$ cat src/eas_pkg.sv
// shared types, codes and helpers for the edge avoid seek drive controller
package eas_pkg;

  // drive level codes
  localparam logic [1:0] DRV_STOP     = 2'd0;
  localparam logic [1:0] DRV_MED_FWD  = 2'd1;
  localparam logic [1:0] DRV_FAST_FWD = 2'd2;
  localparam logic [1:0] DRV_MED_REV  = 2'd3;

  // mode codes as they appear on the result beat
  localparam logic [1:0] MODE_IDLE    = 2'd0;
  localparam logic [1:0] MODE_RUN     = 2'd1;
  localparam logic [1:0] MODE_ATTACK  = 2'd2;
  localparam logic [1:0] MODE_BACKOFF = 2'd3;

  // configuration register indexes
  localparam int unsigned CfgIdxW = 8;
  localparam logic [CfgIdxW-1:0] REG_EDGE_THRESHOLD   = 8'd0;
  localparam logic [CfgIdxW-1:0] REG_STEER_MIN_DIFF   = 8'd1;
  localparam logic [CfgIdxW-1:0] REG_START_WAIT_TICKS = 8'd2;
  localparam logic [CfgIdxW-1:0] REG_BACKOFF_TICKS    = 8'd3;

  // configuration reset values
  localparam logic [7:0] EDGE_THRESHOLD_RST   = 8'h30;
  localparam logic [7:0] STEER_MIN_DIFF_RST   = 8'h04;
  localparam logic [7:0] START_WAIT_TICKS_RST = 8'd250;
  localparam logic [7:0] BACKOFF_TICKS_RST    = 8'd75;

  // control state reset values
  localparam logic [7:0] DELAY_COUNT_RST = 8'd10;
  localparam logic [7:0] START_COUNT_RST = 8'd0;

  // controller state, one-hot
  typedef enum logic [3:0] {
    ST_IDLE    = 4'b0001,
    ST_RUN     = 4'b0010,
    ST_ATTACK  = 4'b0100,
    ST_BACKOFF = 4'b1000
  } mode_state_t;

  typedef struct packed {
    logic [0:0] tick;
    logic [7:0] line_left;
    logic [7:0] line_center;
    logic [7:0] line_right;
    logic [7:0] range_front_left;
    logic [7:0] range_front_right;
  } eas_in_t;

  typedef struct packed {
    logic [0:0] motor_update;
    logic [1:0] left_drive;
    logic [1:0] right_drive;
    logic [1:0] mode;
  } eas_out_t;

  typedef struct packed {
    logic [7:0] edge_threshold;
    logic [7:0] steer_min_diff;
    logic [7:0] start_wait_ticks;
    logic [7:0] backoff_ticks;
  } eas_cfg_t;

  typedef struct packed {
    mode_state_t mode;
    logic [7:0]  delay_count;
    logic [7:0]  start_count;
  } eas_state_t;

  // one-hot state to result mode code
  function automatic logic [1:0] mode_code(input mode_state_t st);
    logic [1:0] code;
    unique case (st)
      ST_IDLE:    code = MODE_IDLE;
      ST_RUN:     code = MODE_RUN;
      ST_ATTACK:  code = MODE_ATTACK;
      ST_BACKOFF: code = MODE_BACKOFF;
      default:    code = MODE_IDLE;
    endcase
    return code;
  endfunction

endpackage

$ cat src/eas_cfg_regs.sv
// configuration register file with write decode
module eas_cfg_regs
  import eas_pkg::*;
(
  input  logic               clk,
  input  logic               rst,
  input  logic               cfg_valid,
  output logic               cfg_ready,
  input  logic [CfgIdxW-1:0] cfg_index,
  input  logic [7:0]         cfg_data,
  output eas_cfg_t           cfg
);

  // writes are always taken
  assign cfg_ready = 1'b1;

  // register write, unknown indexes ignored
  always_ff @(posedge clk) begin
    if (rst) begin
      cfg.edge_threshold   <= EDGE_THRESHOLD_RST;
      cfg.steer_min_diff   <= STEER_MIN_DIFF_RST;
      cfg.start_wait_ticks <= START_WAIT_TICKS_RST;
      cfg.backoff_ticks    <= BACKOFF_TICKS_RST;
    end else if (cfg_valid) begin
      unique case (cfg_index)
        REG_EDGE_THRESHOLD:   cfg.edge_threshold   <= cfg_data;
        REG_STEER_MIN_DIFF:   cfg.steer_min_diff   <= cfg_data;
        REG_START_WAIT_TICKS: cfg.start_wait_ticks <= cfg_data;
        REG_BACKOFF_TICKS:    cfg.backoff_ticks    <= cfg_data;
        default: ;
      endcase
    end
  end

endmodule

$ cat src/eas_step.sv
// one tick of the drive controller: next state and result beat
module eas_step
  import eas_pkg::*;
(
  input  eas_in_t    item,
  input  eas_cfg_t   cfg,
  input  eas_state_t state,
  output eas_state_t state_next,
  output eas_out_t   result
);

  logic        edge_seen;
  logic        go_back;
  mode_state_t mode_eff;
  logic [7:0]  delay_eff;
  logic [7:0]  delay_dec;
  logic [7:0]  start_inc;
  logic        target_right;
  logic [7:0]  range_diff;
  logic        upd;
  logic [1:0]  ld;
  logic [1:0]  rd;

  // edge barrier on any line sensor
  assign edge_seen = (item.line_left > cfg.edge_threshold) ||
                     (item.line_center > cfg.edge_threshold) ||
                     (item.line_right > cfg.edge_threshold);
  assign go_back   = edge_seen && ((state.mode == ST_RUN) || (state.mode == ST_ATTACK));
  assign mode_eff  = go_back ? ST_BACKOFF : state.mode;
  assign delay_eff = go_back ? cfg.backoff_ticks : state.delay_count;
  assign delay_dec = delay_eff - 8'd1;
  assign start_inc = state.start_count + 8'd1;

  // steering direction and magnitude
  assign target_right = item.range_front_right > item.range_front_left;
  assign range_diff   = target_right ? (item.range_front_right - item.range_front_left)
                                     : (item.range_front_left - item.range_front_right);

  // mode logic
  always_comb begin
    state_next = state;
    upd        = 1'b0;
    ld         = DRV_STOP;
    rd         = DRV_STOP;
    if (item.tick == 1'b1) begin
      state_next.mode        = mode_eff;
      state_next.delay_count = delay_eff;
      unique case (mode_eff)
        ST_IDLE: begin
          if (start_inc > cfg.start_wait_ticks) begin
            state_next.start_count = 8'd0;
            state_next.mode        = ST_RUN;
          end else begin
            state_next.start_count = start_inc;
          end
        end
        ST_RUN, ST_ATTACK: begin
          state_next.delay_count = delay_dec;
          if (delay_dec == 8'd0) begin
            state_next.delay_count = 8'd1;
            upd = 1'b1;
            if (range_diff < cfg.steer_min_diff) begin
              ld = DRV_MED_FWD;
              rd = DRV_MED_FWD;
              state_next.mode = ST_RUN;
            end else begin
              ld = target_right ? DRV_FAST_FWD : DRV_MED_FWD;
              rd = target_right ? DRV_MED_FWD : DRV_FAST_FWD;
              state_next.mode = ST_ATTACK;
            end
          end
        end
        ST_BACKOFF: begin
          // turn away on the first backoff tick
          if (delay_eff == cfg.backoff_ticks) begin
            upd = 1'b1;
            if (item.line_right > cfg.edge_threshold) begin
              ld = DRV_MED_FWD;
              rd = DRV_MED_REV;
            end else begin
              ld = DRV_MED_REV;
              rd = DRV_MED_FWD;
            end
          end
          state_next.delay_count = delay_dec;
          // turn done, resume run
          if (delay_dec == 8'd0) begin
            upd = 1'b1;
            ld  = DRV_MED_FWD;
            rd  = DRV_MED_FWD;
            state_next.delay_count = 8'd1;
            state_next.mode        = ST_RUN;
          end
        end
        default: ;
      endcase
    end
  end

  // result beat
  assign result.motor_update = upd;
  assign result.left_drive   = ld;
  assign result.right_drive  = rd;
  assign result.mode         = mode_code(state_next.mode);

endmodule

$ cat src/edge_avoid_seek_drive_controller_unit.sv
// top level of the edge avoid seek drive controller
// Each input beat is one timer tick (tick = 1) or a no-op beat (tick = 0), and every
// input beat yields exactly one result beat with the drive levels and the mode after the
// step. The block takes one beat per clock as long as results are taken: a beat lands in the
// input register, the step logic computes the next controller state and the result from it,
// and the result register holds the result for the output side. Configuration writes are
// always ready and should be issued only while no beat is in flight.
module edge_avoid_seek_drive_controller_unit
  import eas_pkg::*;
(
  input  logic               clk,
  input  logic               rst,
  input  logic               in_valid,
  output logic               in_ready,
  input  eas_in_t            in_data,
  output logic               out_valid,
  input  logic               out_ready,
  output eas_out_t           out_data,
  input  logic               cfg_valid,
  output logic               cfg_ready,
  input  logic [CfgIdxW-1:0] cfg_index,
  input  logic [7:0]         cfg_data
);

  eas_cfg_t   cfg;
  eas_in_t    in_reg;
  logic       in_reg_valid;
  eas_state_t state;
  eas_state_t state_next;
  eas_out_t   result;
  logic       advance;

  // configuration registers
  eas_cfg_regs u_cfg (
    .clk       (clk),
    .rst       (rst),
    .cfg_valid (cfg_valid),
    .cfg_ready (cfg_ready),
    .cfg_index (cfg_index),
    .cfg_data  (cfg_data),
    .cfg       (cfg)
  );

  // step logic
  eas_step u_step (
    .item       (in_reg),
    .cfg        (cfg),
    .state      (state),
    .state_next (state_next),
    .result     (result)
  );

  // handshake flow
  assign advance  = !out_valid || out_ready;
  assign in_ready = !in_reg_valid || advance;

  // control and controller state
  always_ff @(posedge clk) begin
    if (rst) begin
      in_reg_valid      <= 1'b0;
      out_valid         <= 1'b0;
      state.mode        <= ST_IDLE;
      state.delay_count <= DELAY_COUNT_RST;
      state.start_count <= START_COUNT_RST;
    end else begin
      if (in_ready) begin
        in_reg_valid <= in_valid;
      end
      if (advance) begin
        out_valid <= in_reg_valid;
      end
      if (in_reg_valid && advance) begin
        state <= state_next;
      end
    end
  end

  // payload registers
  always_ff @(posedge clk) begin
    if (in_valid && in_ready) begin
      in_reg <= in_data;
    end
    if (in_reg_valid && advance) begin
      out_data <= result;
    end
  end

endmodule

$ cat config.mk
export PLATFORM = sky130hd
export DESIGN_NAME = edge_avoid_seek_drive_controller_unit
export DESIGN_NICKNAME = d
export VERILOG_FILES = /design/src/eas_pkg.sv /design/src/eas_cfg_regs.sv /design/src/eas_step.sv /design/src/edge_avoid_seek_drive_controller_unit.sv
export SDC_FILE = /design/constraint.sdc
export NUM_CORES = 1
export LEC_CHECK = 0
export BUFFER_PORTS_ARGS = -buffer_cell sky130_fd_sc_hd__buf_4
export CORE_MARGIN = 4
export CORE_UTILIZATION = 40
export DETAILED_ROUTE_END_ITERATION = 16
export GPL_TIMING_DRIVEN = 0
export SYNTH_ARGS = -nofsm -noshare
export SYNTH_HDL_FRONTEND = slang
export SYNTH_SLANG_ARGS = --single-unit
$ cat constraint.sdc
create_clock -name clk -period 5.9 [get_ports clk]
set_input_delay 0.295 -clock clk [delete_from_list [all_inputs] [get_ports clk]]
set_output_delay 0.295 -clock clk [all_outputs]
set_load 0.01 [all_outputs]
==> results.rst, run 1 <==
.. list-table::
   :header-rows: 1

   * - Metric
     - Value
   * - Outcome
     - complete, no violations
   * - Prevailing post-synth register cell
     - dfxtp_1
   * - Post-synth top area share
     - 0.230
   * - Max-cap violation count
     - 0
   * - Number of DRC violations after detailed-routing iteration 0
     - ~470
   * - Final cell area excluding filler cells
     - 7350 um^2
   * - Final ANT Viol Nets
     - 0
   * - Post-DP HPWL
     - about 11000 um
   * - Slew headroom
     - 0.350
   * - Count of flip-flops with a built-in enable after synthesis
     - 48
   * - CTS buffer count
     - 9
   * - Root buffer cell
     - clkbuf_16
   * - Cell types with the largest area share after synthesis
     - edfxtp_1 23%, dfxtp_1 17%, ha_1 11%
   * - Fin crit share
     - 0.930
   * - Count of boundary I/O pins
     - 72
   * - Row count
     - 45
   * - Total DRC errors in the routed layout
     - 0
   * - Clock tree from TritonCTS
     - built
   * - Placeable core area
     - roughly 15000 um^2
   * - Final setup vio count
     - 0
   * - Unrepaired setup endpoints after global routing
     - false
   * - Time the final worst path needs with I/O delays and setup
     - 5.49 ns
   * - Fraction of power consumed by the clock network
     - 0.375
   * - Worst path max stage delay
     - 0.58 ns
   * - Most used cells in the layout excluding fill and tap cells
     - 71 x buf_4, 63 x nand2_1, 57 x ha_1
   * - Power density over the cells
     - 216 nW/um^2
   * - VDD IR max
     - 0.179 mV
   * - Number of instances in the synthesized netlist
     - 668
   * - CTS Buffer Depth
     - 2
   * - CTS resizes
     - 0
   * - Final Worst Setup Slack
     - 0.412 ns
   * - Total routing usage reported by global routing
     - 0.166
   * - Net count after synthesis
     - 789
   * - Number of port buffers
     - between 60 and 70
   * - Sw Pwr
     - around 400 uW
   * - Via count of the first global-routing pass
     - 5070
   * - Maximum clock frequency
     - 182 MHz
   * - Path depth of the worst reg2reg path
     - 19
   * - Start of the worst register-to-register path
     - u_cfg.cfg[25]$_SDFFE_PP0P_
   * - Setup skew after layout
     - 0.00798 ns
   * - Critical Path Source
     - u_cfg.cfg[25]$_SDFFE_PP0P_
   * - Cell Chain, Critical Path
     - inv_1 > ha_1 > nor2b_1 > o211ai_2 > a21oi_1 > o22a_1 > o31ai_1 > clkbuf_1 > mux2i_1 > ha_1 > clkbuf_1 > nand4b_1 > o2bb2ai_1 > a31oi_1 > or3_1 > mux2i_1 > nor4b_1 > a22oi_1 > nor2_1
   * - Setup Total Neg Slack
     - 0 ns
   * - R2r endpoint
     - out_data[3]$_SDFFCE_PN0P_
   * - Data arrival, critical path
     - between 5 and 6 ns
   * - Total grt overflow
     - 0
   * - Standby leakage power
     - slightly above 0.003 uW
   * - Slack of the worst reg-to-reg path
     - 0.41 ns
   * - GP Congestion
     - about 0.87
   * - H-tree levels
     - 3
   * - Actual slew at the worst max-slew pin
     - 0.972 ns
   * - Highest net fanout along the worst path
     - 10
   * - Final core utilization
     - 0.482
   * - Count of antenna diodes in the layout
     - 0
   * - Overall die width
     - ~130 um
   * - Hold path cells
     - 1
   * - Synthesis-to-layout area growth
     - 17.2%
   * - Area of the die
     - 17700 um^2
   * - Area of placed instances
     - 7050 um^2
   * - Switching Share
     - 0.249
   * - Synthesized cell area
     - about 6300 um^2
   * - Critical path capture point type
     - register
   * - Async S/R FF share, synth
     - 0
   * - Largest area contributor in the netlist
     - edfxtp_1
   * - Number of hold buffers added after cts
     - 0
   * - Final-report hold violation count
     - 0
   * - Average size of a mapped cell
     - 9.39 um^2
   * - Sort of element at the start of the critical path
     - register
   * - Distinct cell type count of the synthesized netlist
     - 65
   * - Count of state elements after synthesis
     - slightly above 100
   * - Yosys warning count
     - 0
   * - Sum of internal, switching and leakage power
     - approximately 1600 uW
   * - Critical Path End
     - out_data[3]$_SDFFCE_PN0P_
   * - Final net count
     - 869
   * - Pin count of the biggest net entering global routing
     - 42
   * - Leading cell type in the layout, fill and taps excluded
     - buf_4
   * - Number of sinks driven by the clock tree
     - roughly 100
   * - Number of max-slew violations in the final report
     - 0
   * - Pre-antenna DRT Iters
     - 5
   * - Int Pwr
     - 1190 uW
   * - Post-CTS setup buffers
     - 0
   * - Max reg flops
     - 41
   * - Total Routed Length
     - 14300 um
   * - Drt via density
     - 5.23
   * - Clock input transition at the sequential cells of the worst setup and hold paths
     - 0.07 ns
   * - WS Path Type
     - reg2reg
   * - Skew-Pair Late Insertion Delay
     - 0.36 ns
   * - Initial antenna violation count
     - 0
   * - Detailed-route wire length per cell
     - 14.8 um
   * - Initial Util
     - 0.411
   * - Worst-case setup slack after placement
     - 0.532 ns
   * - Sequential share of power
     - 0.486
   * - Global-route wire length before repair
     - 24200 um
   * - Vertical die dimension
     - 133 um
   * - Crit path required time
     - between 6 and 7 ns
   * - Part of the Yosys area used for sequential elements
     - 0.402
   * - DR vias
     - just over 5000
   * - Combinational fraction of design power
     - 0.139
   * - Cell with the largest stage delay on the worst path
     - nor4b_1
   * - Share of post-route cells with drive strength above 1
     - 0.150
   * - Kind of path behind the tightest hold check
     - in2reg
==> cells by family (layout without fill, tap and decap cells) <==
kind of cell,Yosys count,count (layout),synth area share
compound gates,146,146,0.158
xor+xnor,30,30,0.0419
fa+ha+maj,59,59,0.120
buf+inv,87,172,0.0553
flops,102,102,0.402
mux,28,28,0.0459
other cells,1,1,0.000598
simple gates,215,215,0.176
==> cell usage after synthesis (3+ instances only) <==
cell      count
nand4_1      14
a21oi_1      53
nor3b_1       4
mux2_2        6
nand3_1      16
or3_1         3
o31ai_1       3
a31oi_1       7
o21ai_0      21
a211o_1      15
and2_1        6
dfxtp_1      54
nand2_1      63
clkbuf_1     24
o21a_1        9
xnor2_1      10
a21boi_0      3
edfxtp_1     48
nor4_1        8
nor2_1       48
buf_2         4
nor3_1        9
ha_1         57
nand3b_1     11
mux2i_1      22
o211ai_1      5
xor2_1       20
nor2b_1       7
nand4b_1      4
a21o_1        6
and3_1        6
nand2b_1      5
inv_1        55
==> metal layers <==
layer,wire length (um),share of wire,track usage,vias up
met3,537,0.038,0.0317,20
met4,266,0.019,0.0606,0
li1,-,-,-,2545
met1,6370,0.45,0.202,2367
met2,7140,0.50,0.294,112
met5,0,0,0,-
==> worst min-delay path by stage <==
stage,startpoint,endpoint,slack (ns)
global route,in_data[35],in_reg[35]$_DFFE_PP_,0.10
floorplan,in_data[0],in_reg[0]$_DFFE_PP_,0.39
global placement,u_cfg.cfg[11]$_SDFFE_PP1P_,u_cfg.cfg[11]$_SDFFE_PP1P_,0.45
detailed placement,u_cfg.cfg[11]$_SDFFE_PP1P_,u_cfg.cfg[11]$_SDFFE_PP1P_,0.45
CTS,in_data[21],in_reg[21]$_DFFE_PP_,0.11
finish,in_data[21],in_reg[21]$_DFFE_PP_,0.11
==> power groups by stage <==
| stage | sequential [uW] | combinational, uW | clock (uW) |
|---|---|---|---|
| floorplan | 787 | 140 | 0 |
| global placement | 789 | 214 | 0 |
| detailed placement | 789 | 222 | 0 |
| CTS | 773 | 223 | 607 |
| global route | 775 | 250 | 633 |
| finish | 773 | 221 | 595 |
==> stage by stage <==
stage	hold slack (ns)	instances
3_5_place_dp	0.451	948
6_report	0.113	964
4_1_cts	0.105	964
3_3_place_gp	0.451	948
5_1_grt	0.101	964
2_1_floorplan	0.394	668
==> layout make-up <==
cell class                      instances  area, um^2
Clock buffer                           14         279
Clock inverter                          2        13.8
Fill cell                            1423        7910
Multi-Input combinational cell        479        3400
Tap cell                              211         264
Timing Repair Buffer                   69         518
Sequential cell                       102        2520
Inverter                               55         206
Buffer                                 32         140
==> critical path: cells and delay by family, from the launching register on <==
family	cells	cell delay [ns]
AND/OR/NAND/NOR	5	1.38
flip-flops	1	0.34
adder cells (fa/ha/maj)	2	0.52
AO/OA/AOI/OAI	7	1.39
buffers and inverters	3	0.87
multiplexers	2	0.85
Power figures use the tool's default switching activity.
==> run 2, diff against run 1 <==
--- a/config.mk
+++ b/config.mk
@@ -6,7 +6,8 @@
 export NUM_CORES = 1
 export LEC_CHECK = 0
 export BUFFER_PORTS_ARGS = -buffer_cell sky130_fd_sc_hd__buf_4
-export CORE_MARGIN = 4
+export CORE_ASPECT_RATIO = 1.2
+export CORE_MARGIN = 1.5
 export CORE_UTILIZATION = 40
 export DETAILED_ROUTE_END_ITERATION = 16
 export GPL_TIMING_DRIVEN = 0
==> results.rst, run 2 (synthesis gave the netlist of run 1 again) <==
.. list-table::
   :header-rows: 1

   * - Metric
     - Value
   * - Outcome
     - complete, no violations
   * - Fin crit share
     - 0.915
   * - Overall die width
     - roughly 120 um
   * - Start of the worst register-to-register path
     - u_cfg.cfg[31]$_SDFFE_PP0P_
   * - Root buffer cell
     - clkbuf_16
   * - Max-cap violation count
     - 0
   * - R2r endpoint
     - out_data[3]$_SDFFCE_PN0P_
   * - CTS Buffer Depth
     - 2
   * - Post-DP HPWL
     - 11200 um
   * - Critical Path End
     - out_data[3]$_SDFFCE_PN0P_
   * - Final setup vio count
     - 0
   * - Area occupied by multi-input gates
     - 3400 um^2
   * - Final net count
     - between 800 and 900
   * - VDD IR max
     - 0.122 mV
   * - Unrepaired setup endpoints after global routing
     - false
   * - Actual slew at the worst max-slew pin
     - 0.938 ns
   * - Slack of the worst reg-to-reg path
     - about 0.50 ns
   * - Clock input transition at the sequential cells of the worst setup and hold paths
     - 0.07 ns
   * - Number of DRC violations after detailed-routing iteration 0
     - around 260
   * - Cell count after placement
     - 941
   * - Number of sinks driven by the clock tree
     - 102
   * - Placeable core area
     - 15100 um^2
   * - Area of placed instances
     - 7050 um^2
   * - Time the final worst path needs with I/O delays and setup
     - about 5.4 ns
   * - Critical path capture point type
     - register
   * - Setup Total Neg Slack
     - 0 ns
   * - DR vias
     - 5063
   * - Final cell area excluding filler cells
     - 7370 um^2
   * - GP Congestion
     - 0.867
   * - Final std cells w/o fill
     - 957
   * - Kind of path behind the tightest hold check
     - in2reg
   * - CTS buffer count
     - 9
   * - Standby leakage power
     - 0.00312 uW
   * - Global-route wire length before repair
     - approximately 24000 um
   * - Count of antenna diodes in the layout
     - 0
   * - Total grt overflow
     - 0
   * - Number of max-slew violations in the final report
     - 0
   * - Share of post-route cells with drive strength above 1
     - 0.154
   * - Final core utilization
     - 0.487
   * - H-tree levels
     - 3
   * - Setup skew after layout
     - between 0.007 and 0.008 ns
   * - Initial Util
     - 0.414
   * - Detailed-route wire length per cell
     - 15.1 um
   * - Number of port buffers
     - 69
   * - Pre-antenna DRT Iters
     - 5
   * - Total Routed Length
     - about 14000 um
   * - Most used cells in the layout excluding fill and tap cells
     - 71 x buf_4, 63 x nand2_1, 57 x ha_1
   * - Post-CTS setup buffers
     - 0
   * - Slew headroom
     - 0.374
   * - Pin count of the biggest net entering global routing
     - 42
   * - Total DRC errors in the routed layout
     - 0
   * - Final-report hold violation count
     - 0
   * - Vertical die dimension
     - between 100 and 150 um
   * - Maximum clock frequency
     - 185 MHz
   * - Via count of the first global-routing pass
     - 5013
   * - Total routing usage reported by global routing
     - 0.181
   * - Highest net fanout along the worst path
     - 10
   * - Drt via density
     - around 5.3
   * - Skew-Pair Late Insertion Delay
     - around 0.36 ns
   * - Sort of element at the start of the critical path
     - register
   * - Area of the die
     - 16400 um^2
   * - Max reg flops
     - 41
   * - Total of fill cells in the finished design
     - 1435
   * - Power density over the cells
     - between 200 and 250 nW/um^2
   * - Row count
     - 49
   * - WS Path Type
     - reg2reg
   * - Leading cell type in the layout, fill and taps excluded
     - buf_4
   * - Data arrival, critical path
     - 5.61 ns
   * - Final ANT Viol Nets
     - 0
   * - Area of all sequential standard cells
     - 2520 um^2
   * - Crit path required time
     - just over 6 ns
   * - Path depth of the worst reg2reg path
     - 18
   * - Count of boundary I/O pins
     - between 70 and 80
   * - Critical Path Source
     - u_cfg.cfg[31]$_SDFFE_PP0P_
   * - Synthesis-to-layout area growth
     - 17.6%
   * - Clock tree from TritonCTS
     - built
   * - Initial antenna violation count
     - 0
[run 2: changes by cell type in the layout (fill, tap and decap cells not counted), sizes merged]
| cell | before | now |
|---|---|---|
| clkinv | 2 | 1 |
| clkbuf | 38 | 33 |
| inv | 55 | 58 |
| clkinvlp | 0 | 1 |
| bufinv | 0 | 2 |
[run 2: worst max-delay path: stages (launching register included)]
cell,delay (ns)
dfxtp_1,0.33
inv_1,0.07
ha_1,0.33
a21oi_1,0.17
o21ai_0,0.16
o22a_1,0.30
o31ai_1,0.48
clkbuf_2,0.35
mux2i_1,0.39
ha_1,0.22
clkbuf_1,0.33
nand2_1,0.09
nor4b_1,0.31
a21oi_1,0.07
a211o_1,0.34
mux2i_1,0.45
nor4b_1,0.54
a22oi_1,0.18
nor2_1,0.13
[run 2: through the flow]
step	worst slack [ns]	power (uW)	hold slack, ns
after detailed placement	0.475	1010	0.459
final	0.504	1660	0.107
after floorplan	1.53	928	0.394
after CTS	0.399	1670	0.0954
after global routing	0.0901	1720	0.0973
after global placement	0.565	1000	0.449
[run 2: worst min path at each step]
stage	endpoint	cells past startpoint	start	slack, ns
after global placement	u_cfg.cfg[12]$_SDFFE_PP1P_	1	u_cfg.cfg[12]$_SDFFE_PP1P_	0.45
after detailed placement	u_cfg.cfg[11]$_SDFFE_PP1P_	1	u_cfg.cfg[11]$_SDFFE_PP1P_	0.46
after floorplan	in_reg[0]$_DFFE_PP_	0	in_data[0]	0.39
after CTS	in_reg[22]$_DFFE_PP_	1	in_data[22]	0.1
final	in_reg[22]$_DFFE_PP_	1	in_data[22]	0.11
after global routing	in_reg[37]$_DFFE_PP_	1	in_data[37]	0.1
[run 2: final cells by class]
cell class              instances  share of cell area
plain buffers                  32              0.0192
clock buffers                   9              0.0305
clock inverters                 7              0.0139
inverters                      55              0.0280
multi-input cells             479               0.461
flip-flops and latches        102               0.342
well taps                     204              0.0346
repair buffers                 69              0.0702
[run 2: metal layers]
metal / vias to the layer above / track usage / wire length [um] / part of all wire
met3: 28 / 0.0244 / 536 / 0.037
li1: 2551 / - / - / -
met1: 2365 / 0.207 / 6170 / 0.43
met2: 119 / 0.329 / 7300 / 0.50
met5: - / 0 / 0 / 0
met4: 0 / 0.0955 / 474 / 0.033
[run 2: what timing repair did]
item,4_1_cts,5_1_grt
endpoints found under the hold margin,0,0
setup endpoints to repair,0,2
resized for setup,0,2
hold buffers,0,0
[run 2: where the power goes]
part / internal, uW / switching, uW / total [uW] / leakage, uW
logic: 101 / 120 / 221 / 0.00206
registers: 763 / 9.29 / 772 / 0.000905
clock network: 377 / 285 / 662 / 0.000157
total: 1240 / 414 / 1660 / 0.00312
